## src/sv/bpc_pkg.sv

```systemverilog
// Package for the barometric pressure compensation block.
// Holds field widths, shift amounts, thresholds and shared types; depends on nothing.

package bpc_pkg;

    localparam int COEF_W    = 16;
    localparam int RAW_W     = 24;
    localparam int DT_W      = RAW_W + 1;
    localparam int PRD_W     = COEF_W + DT_W;
    localparam int TS_SH     = 23;
    localparam int OFF_SH    = 6;
    localparam int SENS_SH   = 7;
    localparam int T2_SH     = 31;
    localparam int A_W       = PRD_W - TS_SH;
    localparam int B_W       = A_W + 1;
    localparam int TEMP_W    = 19;
    localparam int T2_W      = 18;
    localparam int SQ_W      = 35;
    localparam int OFF_W     = 40;
    localparam int SENS_W    = 40;
    localparam int SLO_W     = 20;
    localparam int SHI_W     = SENS_W - SLO_W;
    localparam int PPLO_W    = RAW_W + SLO_W;
    localparam int PPHI_W    = RAW_W + 1 + SHI_W;
    localparam int PROD_W    = 64;
    localparam int PROD_SH   = 21;
    localparam int X_W       = PROD_W - PROD_SH + 1;
    localparam int P_SH      = 15;
    localparam int P_W       = X_W - P_SH;
    localparam int PRES_W    = 32;
    localparam int CFG_IDX_W = 3;

    localparam int T_REF     = 2000;
    localparam int A_VCOLD   = 3500;

    typedef enum logic [CFG_IDX_W-1:0] {
        REG_SENS_BASE   = 3'd0,
        REG_OFF_BASE    = 3'd1,
        REG_SENS_TEMPCO = 3'd2,
        REG_OFF_TEMPCO  = 3'd3,
        REG_REF_TEMP    = 3'd4,
        REG_TEMP_SLOPE  = 3'd5
    } t_cfg_idx;

    typedef struct packed {
        logic [COEF_W-1:0] sens_base;
        logic [COEF_W-1:0] off_base;
        logic [COEF_W-1:0] sens_tempco;
        logic [COEF_W-1:0] off_tempco;
        logic [COEF_W-1:0] ref_temp;
        logic [COEF_W-1:0] temp_slope;
    } t_coef;

    typedef struct packed {
        logic [RAW_W-1:0]  d1;
        logic [TEMP_W-1:0] temp;
        logic [OFF_W-1:0]  off;
        logic [SENS_W-1:0] sens;
        logic [T2_W-1:0]   t2;
        logic [SQ_W-1:0]   asq;
        logic [SQ_W-1:0]   bsq;
        logic              low;
        logic              vlow;
    } t_mid;

endpackage

```

## src/sv/bpc_coef_regs.sv

```systemverilog
// Calibration coefficient register file for the pressure compensation block.
// Depends on bpc_pkg for the register indices and the coefficient struct.

module bpc_coef_regs import bpc_pkg::*; (
    input  logic                 i_clk,
    input  logic                 i_rst_n,
    input  logic                 i_cfg_we,
    input  logic [CFG_IDX_W-1:0] i_cfg_idx,
    input  logic [COEF_W-1:0]    i_cfg_data,
    output t_coef                o_coef
);

    t_coef r_coef;

    always_ff @(posedge i_clk) begin
        if (!i_rst_n) begin
            r_coef <= '0;
        end else if (i_cfg_we) begin
            unique case (t_cfg_idx'(i_cfg_idx))
                REG_SENS_BASE:   r_coef.sens_base   <= i_cfg_data;
                REG_OFF_BASE:    r_coef.off_base    <= i_cfg_data;
                REG_SENS_TEMPCO: r_coef.sens_tempco <= i_cfg_data;
                REG_OFF_TEMPCO:  r_coef.off_tempco  <= i_cfg_data;
                REG_REF_TEMP:    r_coef.ref_temp    <= i_cfg_data;
                REG_TEMP_SLOPE:  r_coef.temp_slope  <= i_cfg_data;
                default: begin
                end
            endcase
        end
    end

    assign o_coef = r_coef;

endmodule

```

## config.mk

```make
export PLATFORM = sky130hd
export DESIGN_NAME = bpc_coef_regs
export DESIGN_NICKNAME = d
export VERILOG_FILES = /design/src/sv/bpc_pkg.sv /design/src/sv/bpc_coef_regs.sv
export SDC_FILE = /design/constraint.sdc
export NUM_CORES = 1
export LEC_CHECK = 0
export ABC_AREA = 1
export BUFFER_PORTS_ARGS = -buffer_cell sky130_fd_sc_hd__buf_2
export CAP_MARGIN = 20
export CORE_ASPECT_RATIO = 0.6
export CORE_UTILIZATION = 55
export DETAILED_ROUTE_END_ITERATION = 8
export GPL_TIMING_DRIVEN = 0
export PLACE_DENSITY_LB_ADDON = 0.08
export SETUP_SLACK_MARGIN = 0.2
export SYNTH_ARGS = -nofsm -noshare
export SYNTH_HDL_FRONTEND = slang
export SYNTH_SLANG_ARGS = --single-unit
```

## constraint.sdc

```tcl
create_clock -name i_clk -period 1.6 [get_ports i_clk]
set_input_delay 0.32 -clock i_clk [delete_from_list [all_inputs] [get_ports i_clk]]
set_output_delay 0.32 -clock i_clk [all_outputs]
set_load 0.01 [all_outputs]
```

==> impl_metrics.ini <==
[placed_design]
dp_hpwl_um = 8041
portBuffers = 116
pre_cts_slack_ns = 0.1216
gp_congestion = 0.9079

[synth]
synth.most_common_cell = nor2_1
syn_area_um2 = 3859
ys_seq_elements = 96
ys_seq_area_share_pct = 49.81
synth_commonest_cells = nor2_1, nand2_1, dfxtp_1, nand3_1, buf_2
async_flop_share_pct = 0
ys.flop_type = dfxtp_1
syn-instance-count = 552
netlist.area_leader.share_pct = 49.81
synthTopCellsByArea = dfxtp_1, nor2_1, nand3_1
synth-edff-count = 0
yosys.cell_types.count = 12
synth_top_area_cell = dfxtp_1
synthesis.nets = 574
ys.warnings.count = 0
syn_avg_cell_area_um2 = 6.990

[die]
pin_count = 118
core_area_um2 = 6734
die_w_um = 110.1
die_area_um2 = 7366
fp.dieH_um = 66.88
rows = 23
start_util_pct = 57.30

[pwr]
clkPwrFrac_pct = 41.7
power.switching_mw = 1.292
ir_drop_mv = 1.077
internal_power_mw = 4.054
power_mw = 5.347
p_comb_share_pct = 11.2
p_leak_nw = 2.479
p_seq_share_pct = 47.1
netSwitchingFraction_pct = 24.17
powerDensity_nw_per_um2 = 1099

[worst_hold_path]
hold_end = o_coef[50]
min_from = i_cfg_idx[0]
hp-class = in -> reg
whs_path_depth = 5

[timing]
finalSetupTns_ns = 0
tightest_slew_ns = 0.5477
fmax_ghz = 0.8306
fin_ws_ns = 0.3961
fin_crit_sh_pct = 75.24
grt_setup_unrepaired = false
period_minus_slack_ns = 1.204
clock_skew_ns = 0
hold_viol = 0
slew_violations = 0
max_slew_margin_pct = 63.49
setup_viol = 0

[cells_and_area]
antennaDiodeCount = 0
drive_gt1_share_pct = 25.00
area_growth_pct = 26.13
nets = 701
largest_register_ffs = 96

[clocking]
cts_resized = 0
cts_buffers = 9
root_buffer = clkbuf_16
cts.path.max_buffers = 2
htreeDepth = 3
insertion_delay_ns = 0.34
cts.sinks = 96
cts_hold_buf = 0
path_clk_slew_ns = 0.06
tritoncts = done
cts_setup_buffers = 0

[drt]
firstDrtPassIters = 5
wirelength_um = 10980
vias = 3993
viasPerCell = 5.179
first_iter_violations = 302
routedWlPerCell_um = 14.24
drc = 0
drtAntennaViolNets = 0

[worst_setup_path]
cp_cell_sequence = buf_2 > inv_1 > nor2_2 > buf_2 > nand3_1 > nand2_1 > nor2_1
critPathKind = in -> reg
max_stage_delay_ns = 0.38
crit_buf_inv = 3
reg2reg_from = o_coef[36]
reg2reg_slack_ns = 0.98
worst-endpoint-required_ns = 1.84
r2r_end = o_coef[36]
crit_path_end_kind = flop
crit_family = simple AND/OR/NAND/NOR gates
cpMostUsedCell = buf_2
start_kind = input port
reg2regPathDepth = 2
crit_slowest_cell = nor2_2
cp.arrival_ns = 1.44
crit_fanout = 10

[global_route]
antenna_found_initial = 0
grt_overflow_total = 0
grt_max_degree = 15
grtUsageTotal_pct = 31.43
first_global_vias = 3440
grt_pass1_wl_um = 16930

[outcome]
status = completed

[flow_run]
maxCapViolations = 0
## worst min-delay path: cells and delay by family
kind	cells	cell delay, ns
simple gates	4	0.29
buf+inv	1	0.12
## layer usage
layer | share of wire [%] | track usage, % | vias up | wire length (µm)
met1 | 44 | 41.09 | 1815 | 4807
li1 | - | - | 1963 | -
met3 | 10 | 11.06 | 23 | 1116
met4 | 1.6 | 11.84 | 0 | 181
met5 | 0 | 0 | - | 0
met2 | 44 | 47.50 | 192 | 4876
## final cells by class
class | count | area [µm²]
repair buffers | 116 | 580.6
clock inverters | 2 | 35.03
flip-flops and latches | 96 | 1922
clock buffers | 14 | 284.0
well taps | 87 | 108.9
fillers | 578 | 1867
multi-input cells | 400 | 1677
inverters | 22 | 82.58
plain buffers | 34 | 177.7
## power groups by stage
stage	Sequential (mW)	Clock, mW	Combinational, mW
3_3_place_gp	2.57	0	0.574
5_1_grt	2.52	2.35	0.667
4_1_cts	2.52	2.26	0.593
2_1_floorplan	2.61	0	0.329
6_report	2.52	2.23	0.601
3_5_place_dp	2.57	0	0.589
## how the worst max path moves through the flow
stage	from	endpoint	slack, ns	cells past startpoint
after global routing	i_cfg_we	o_coef[36]	0.34	7
final	i_cfg_we	o_coef[87]	0.40	7
after CTS	o_coef[75]	o_coef[75]	0.43	1
after floorplan	i_rst_n	o_coef[72]	0.51	5
after global placement	i_cfg_we	o_coef[95]	0.15	7
after detailed placement	i_cfg_we	o_coef[90]	0.12	7
## placed cells by master, fill, tap and decap left out, types with 3 or more instances in the layout
cell type,synthesis,final
nor2_4,6,6
nand3_1,96,96
buf_4,6,6
nor2_2,3,3
clkbuf_8,0,4
buf_1,6,6
nand2_1,101,101
nor2_1,193,193
inv_1,20,20
clkbuf_16,0,9
buf_2,22,138
dfxtp_1,96,96
## per-stage QoR
stage                     area, µm²  hold WS, ns  cells  utilization (%)
after detailed placement       4548       0.4659    755            67.54
after global placement         4548       0.4601    755            67.54
after CTS                      4867       0.4012    771            72.28
final                          4867       0.4193    771            72.28
after floorplan                3859       0.5079    552                -
after global routing           4867       0.4382    771            72.28
## logic make-up (layout without fill, tap and decap cells)
logic type,after synthesis,in the layout,synth area share (%)
simple gates,400,400,43.45
buf+inv,56,188,6.744
flops,96,96,49.81
No activity file was read; power rests on OpenSTA's default activity.
