===== src/sv/bpc_pkg.sv =====
// Package for the barometric pressure compensation block.
// Holds field widths, shift amounts, thresholds and shared types; depends on nothing.

package bpc_pkg;

    localparam int COEF_W    = 16;
    localparam int RAW_W     = 24;
    localparam int DT_W      = RAW_W + 1;
    localparam int PRD_W     = COEF_W + DT_W;
    localparam int TS_SH     = 23;
    localparam int OFF_SH    = 6;
    localparam int SENS_SH   = 7;
    localparam int T2_SH     = 31;
    localparam int A_W       = PRD_W - TS_SH;
    localparam int B_W       = A_W + 1;
    localparam int TEMP_W    = 19;
    localparam int T2_W      = 18;
    localparam int SQ_W      = 35;
    localparam int OFF_W     = 40;
    localparam int SENS_W    = 40;
    localparam int SLO_W     = 20;
    localparam int SHI_W     = SENS_W - SLO_W;
    localparam int PPLO_W    = RAW_W + SLO_W;
    localparam int PPHI_W    = RAW_W + 1 + SHI_W;
    localparam int PROD_W    = 64;
    localparam int PROD_SH   = 21;
    localparam int X_W       = PROD_W - PROD_SH + 1;
    localparam int P_SH      = 15;
    localparam int P_W       = X_W - P_SH;
    localparam int PRES_W    = 32;
    localparam int CFG_IDX_W = 3;

    localparam int T_REF     = 2000;
    localparam int A_VCOLD   = 3500;

    typedef enum logic [CFG_IDX_W-1:0] {
        REG_SENS_BASE   = 3'd0,
        REG_OFF_BASE    = 3'd1,
        REG_SENS_TEMPCO = 3'd2,
        REG_OFF_TEMPCO  = 3'd3,
        REG_REF_TEMP    = 3'd4,
        REG_TEMP_SLOPE  = 3'd5
    } t_cfg_idx;

    typedef struct packed {
        logic [COEF_W-1:0] sens_base;
        logic [COEF_W-1:0] off_base;
        logic [COEF_W-1:0] sens_tempco;
        logic [COEF_W-1:0] off_tempco;
        logic [COEF_W-1:0] ref_temp;
        logic [COEF_W-1:0] temp_slope;
    } t_coef;

    typedef struct packed {
        logic [RAW_W-1:0]  d1;
        logic [TEMP_W-1:0] temp;
        logic [OFF_W-1:0]  off;
        logic [SENS_W-1:0] sens;
        logic [T2_W-1:0]   t2;
        logic [SQ_W-1:0]   asq;
        logic [SQ_W-1:0]   bsq;
        logic              low;
        logic              vlow;
    } t_mid;

endpackage


===== src/sv/bpc_back.sv =====
// Back half of the compensation pipeline: second-order corrections and the pressure product.
// Four register stages ending in the output registers; depends on bpc_pkg.

module bpc_back import bpc_pkg::*; (
    input  logic              i_clk,
    input  logic              i_rst_n,
    input  logic              i_en,
    input  logic              i_vld,
    input  t_mid              i_mid,
    output logic              o_vld,
    output logic [TEMP_W-1:0] o_temp,
    output logic [PRES_W-1:0] o_pres
);

    logic r_b1_vld, r_b2_vld, r_b3_vld, r_b4_vld;

    logic [RAW_W-1:0]  r_b1_d1;
    logic [TEMP_W-1:0] r_b1_temp;
    logic [OFF_W-1:0]  r_b1_off;
    logic [SENS_W-1:0] r_b1_sens;

    logic [TEMP_W-1:0] r_b2_temp;
    logic [OFF_W-1:0]  r_b2_off;
    logic [PPLO_W-1:0] r_b2_pplo;
    logic [PPHI_W-1:0] r_b2_pphi;

    logic [TEMP_W-1:0] r_b3_temp;
    logic [OFF_W-1:0]  r_b3_off;
    logic [PROD_W-1:0] r_b3_prod;

    logic [TEMP_W-1:0] r_b4_temp;
    logic [PRES_W-1:0] r_b4_pres;

    logic [SQ_W+5:0]            n_asq61;
    logic [SQ_W+3:0]            n_bsq15;
    logic [OFF_W-1:0]           n_off2;
    logic [SENS_W-1:0]          n_sens2;
    logic [TEMP_W:0]            n_temp;
    logic [PPLO_W-1:0]          n_pplo;
    logic signed [PPHI_W-1:0]   n_pphi;
    logic [X_W-1:0]             n_x;

    assign n_asq61 = {i_mid.asq, 6'd0} - {4'd0, i_mid.asq, 2'd0} + {6'd0, i_mid.asq};
    assign n_bsq15 = {i_mid.bsq, 4'd0} - {4'd0, i_mid.bsq};

    always_comb begin
        n_off2  = '0;
        n_sens2 = '0;
        if (i_mid.low) begin
            n_off2  = {{(OFF_W-SQ_W-2){1'b0}}, n_asq61[SQ_W+5:4]};
            n_sens2 = {{(SENS_W-SQ_W-1){1'b0}}, i_mid.asq, 1'b0};
            if (i_mid.vlow) begin
                n_off2  = n_off2 + {{(OFF_W-SQ_W-4){1'b0}}, n_bsq15};
                n_sens2 = n_sens2 + {{(SENS_W-SQ_W-3){1'b0}}, i_mid.bsq, 3'd0};
            end
        end
    end

    assign n_temp = {i_mid.temp[TEMP_W-1], i_mid.temp}
                  - {{(TEMP_W+1-T2_W){1'b0}}, (i_mid.low ? i_mid.t2 : {T2_W{1'b0}})};

    assign n_pplo = r_b1_d1 * r_b1_sens[SLO_W-1:0];
    assign n_pphi = $signed({1'b0, r_b1_d1}) * $signed(r_b1_sens[SENS_W-1:SLO_W]);

    assign n_x = {r_b3_prod[PROD_W-1], r_b3_prod[PROD_W-1:PROD_SH]}
               - {{(X_W-OFF_W){r_b3_off[OFF_W-1]}}, r_b3_off};

    always_ff @(posedge i_clk) begin
        if (!i_rst_n) begin
            r_b1_vld <= 1'b0;
            r_b2_vld <= 1'b0;
            r_b3_vld <= 1'b0;
            r_b4_vld <= 1'b0;
        end else if (i_en) begin
            r_b1_vld <= i_vld;
            r_b2_vld <= r_b1_vld;
            r_b3_vld <= r_b2_vld;
            r_b4_vld <= r_b3_vld;
        end
    end

    always_ff @(posedge i_clk) begin
        if (i_en) begin
            r_b1_d1   <= i_mid.d1;
            r_b1_temp <= n_temp[TEMP_W-1:0];
            r_b1_off  <= i_mid.off - n_off2;
            r_b1_sens <= i_mid.sens - n_sens2;

            r_b2_temp <= r_b1_temp;
            r_b2_off  <= r_b1_off;
            r_b2_pplo <= n_pplo;
            r_b2_pphi <= n_pphi;

            r_b3_temp <= r_b2_temp;
            r_b3_off  <= r_b2_off;
            r_b3_prod <= {r_b2_pphi[PROD_W-SLO_W-1:0], {SLO_W{1'b0}}}
                       + {{(PROD_W-PPLO_W){1'b0}}, r_b2_pplo};

            // The pressure cannot leave a 29-bit signed range, so widening is all
            // the saturation needs.
            r_b4_temp <= r_b3_temp;
            r_b4_pres <= {{(PRES_W-P_W){n_x[X_W-1]}}, n_x[X_W-1:P_SH]};
        end
    end

    assign o_vld  = r_b4_vld;
    assign o_temp = r_b4_temp;
    assign o_pres = r_b4_pres;

endmodule


===== config.mk =====
export PLATFORM = sky130hd
export DESIGN_NAME = bpc_back
export DESIGN_NICKNAME = d
export VERILOG_FILES = /design/src/sv/bpc_pkg.sv /design/src/sv/bpc_back.sv
export SDC_FILE = /design/constraint.sdc
export NUM_CORES = 2
export LEC_CHECK = 0
export ABC_CLOCK_PERIOD_IN_PS = 7300
export BUFFER_PORTS_ARGS = -buffer_cell sky130_fd_sc_hd__buf_2
export CORE_UTILIZATION = 53
export DETAILED_ROUTE_END_ITERATION = 8
export HOLD_SLACK_MARGIN = 0.02
export PLACE_DENSITY = 0.71
export SLEW_MARGIN = 5
export SYNTH_ARGS = -nofsm -noshare
export SYNTH_HDL_FRONTEND = slang
export SYNTH_SLANG_ARGS = --single-unit

===== constraint.sdc =====
create_clock -name i_clk -period 7.3 [get_ports i_clk]
set_input_delay 0.365 -clock i_clk [delete_from_list [all_inputs] [get_ports i_clk]]
set_output_delay 0.365 -clock i_clk [all_outputs]
set_load 0.02 [all_outputs]

==> key figures <==
Clock network
  – Clk sinks: 404
  – CTS tree: yes
  – Bufs on Longest Clock Path: 3
  – Number of buffers created by CTS: 48
  – H-tree depth: 2
  – CTS root buffer: clkbuf_16
  – CTS clock-pin slew for the worst setup and hold paths: 0.06 ns
  – Clock latency at the later pin of the worst-skew pair: 0.67 ns

Global routing
  – Total track usage: 0.284
  – Total grt overflow: 0
  – First-pass GRT wire length: 250 mm
  – Largest net degree at the start of global routing: 130
  – Initial antenna violation count: 10
  – Vias in the first global route: 46400

Finish
  – # nets final: 8386
  – Fill count: 9402
  – Seq. cell area: 12100 um2
  – Most common cell after layout, fill and taps aside: inv_1
  – Syn-to-layout area delta: 14.0%
  – Layout cells sized above 1: 0.126
  – Area of the multi-input gates: 42800 um2
  – Post-Layout Inst Area: 67500 um2
  – Util after Layout: 0.610
  – Most frequent cells in the layout: inv_1 (1032), fa_1 (803), nand2_1 (798)

Floorplanning
  – Die Area: 113000 um2
  – Core Region: 111000 um2
  – Die Wd: 336 um
  – Row cnt: 122
  – Initial Utilization: 0.535
  – Die Span Y: 336 um
  – Number of I/O pins: 269

Timing
  – Hold slack: 0.0733 ns
  – Min Tclk post-route: 7.13 ns
  – F_max: 140 MHz
  – Unrepaired setup endpoints after global routing: yes
  – Rel. slew slack: 0.345
  – Final Hold Vio Count: 0
  – Worst Skew: 0.0920 ns
  – Setup TNS Final: 0 ns
  – Final period utilization: 0.976
  – Worst slew pin tran: 0.983 ns
  – Final setup vio count: 0
  – Slew Viols, Final: 0

Synthesis
  – Flop and latch count out of synthesis: 404
  – Yosys warnings: 0
  – Synthesized area: 59200 um2
  – Synth Instances: 6222
  – Mux contribution to synthesized area: 0.00509
  – Main combinational cell family by area after synthesis: adder cells
  – Post-synth EDFFs: 400
  – Complex-gate fraction of the synthesized area: 0.103
  – Syn avg cell area: 9.52 um2
  – Synth cell types: 101
  – Ys flop type: edfxtp_1
  – Simple-gate area share of the yosys netlist: 0.146
  – Syn Nets: 7894
  – Register area share after synthesis: 0.204
  – Post-synthesis xor/xnor area fraction: 0.0501
  – Ys async rst share: 0
  – Synth Area in Adders: 0.411

Routing
  – Vias per cell: 5.51
  – Post-DRT Antenna Nets: 0
  – DRC viols: 0
  – Via Count: 45400
  – Initial DRC Count: 3051
  – Wirelength, routed: 159 mm
  – Mean routed wirelength per cell: 19.2 um
  – DRT Pass-1 Iters: 6

Placement
  – Placer congestion estimate: 0.935
  – Placed Area: 64800 um2
  – # port buffers: 268
  – HPWL Detailed: 130 mm

Critical path
  – Worst Path Required: 7.63 ns
  – Crit Path Class: reg2reg
  – Crit-path max cell delay: 0.57 ns
  – CP Capture Type: flop
  – Worst-path fanout max: 4
  – CP max stage cell: fa_2
  – CP dominant cell by count: fa_2
  – Critical Path Source Type: flop
  – Worst path arrival time: 7.46 ns

Outcome
  – Outcome: completed

Hold path
  – Worst min path class: in2reg

Flow run
  – Maximum Capacitance Violations: 0
[cell type report]
class	instances	area share
multi-input combinational	4550	0.633
sequential	404	0.179
timing repair buffer	669	0.0791
inverter	1041	0.0578
tap	1488	0.0276
clock buffer	57	0.0183
clock inverter	30	0.00480
antenna	10	0.000370
[cells in the mapped netlist (all sizes together), types with 5 or more instances]
master	count	area, um2
a21oi	276	1400
o21a	53	398
a41o	8	80.1
o21bai	40	308
o31a	5	43.8
a41oi	7	68.8
nand3b	6	45.0
a211oi	34	270
a211o	8	70.1
clkbuf	220	826
nand4	40	250
nor2b	56	353
o211ai	24	185
o22ai	5	37.5
and3	34	213
a2111oi	6	77.6
inv	1041	3910
a21o	135	1010
buf	7	40.0
a31o	7	61.3
nor3	65	325
or3	10	62.6
and4	14	125
o31ai	16	153
a22oi	24	180
o21ai	186	946
ha	636	7960
nand2	802	3010
nand3	66	330
o41ai	10	110
o311ai	6	52.6
fa	819	16400
or2	10	65.1
xnor2	236	2070
a31oi	25	186
a21boi	11	82.6
xor2	102	901
mux2	17	191
mux2i	11	110
nand2b	73	457
nor2	220	826
and2	389	2430
edfxtp	400	12000
[per-stage QoR]
stage | setup WS (ns) | std cells
floorplan | 0.350 | 6222
global placement | -0.511 | 8090
detailed placement | -0.502 | 8090
CTS | 0.00692 | 8212
global route | -0.120 | 8247
finish | 0.173 | 8249
[path summary, 6_finish.rpt]
| path | from | endpoint | slack (ns) | cells after the start |
|---|---|---|---|---|
| setup / recovery | r_b1_sens[5]$_DFFE_PP_ | r_b2_pplo[42]$_DFFE_PP_ | 0.17 | 27 |
| hold / removal | i_mid[129] | r_b1_sens[39]$_DFFE_PP_ | 0.07 | 2 |
| setup reg to reg | r_b1_sens[5]$_DFFE_PP_ | r_b2_pplo[42]$_DFFE_PP_ | 0.17 | 27 |
| hold reg to reg | r_b2_off[21]$_DFFE_PP_ | r_b3_off[21]$_DFFE_PP_ | 0.37 | 0 |
[flip-flops by register name, indices dropped and copies added (netlist names)]
signal	flops
r_b2_off	40
r_b2_pphi	44
r_b1_temp	19
r_b1_off	40
o_vld	1
r_b3_prod	43
r_b1_d1	24
r_b2_vld	1
o_temp	19
r_b2_pplo	24
r_b1_vld	1
r_b1_sens	40
o_pres	29
r_b3_temp	19
r_b2_temp	19
r_b3_off	40
r_b3_vld	1
[critical path, delay by kind of cell (launching register included)]
family / cells / cell delay (ns)
fa+ha+maj: 8 / 3.54
compound gates: 10 / 1.87
buf+inv: 7 / 0.79
flops: 1 / 0.45
simple gates: 1 / 0.07
xor+xnor: 1 / 0.07
[cell families (layout without fill, tap and decap cells)]
kind of cell,after synthesis,after routing
AO/OA/AOI/OAI,925,925
multiplexers,28,28
AND/OR/NAND/NOR,1804,1804
XOR/XNOR,338,338
adder cells (fa/ha/maj),1455,1455
buffers and inverters,1268,1797
other,0,10
flip-flops,404,404
[per-layer routing]
layer  wire (um)  vias to the layer above  track usage
met5           0                        -            0
met4        5820                        0       0.0976
met3        9870                      283       0.0344
met2       76900                     1497        0.478
met1       66200                    22500        0.378
li1            -                    21200            -
[what timing repair did]
item	4_1_cts	5_1_grt
cloned	0	6
hold endpoints to repair	30	0
gates resized for setup	17	100
buffers inserted	7	25
hold buffers	28	0
pin swaps	6	77
setup endpoints to repair	17	31
Power is left out: the tool's default activity adds up to more than one toggle a clock period on the data nets, which glitch-free logic cannot reach.
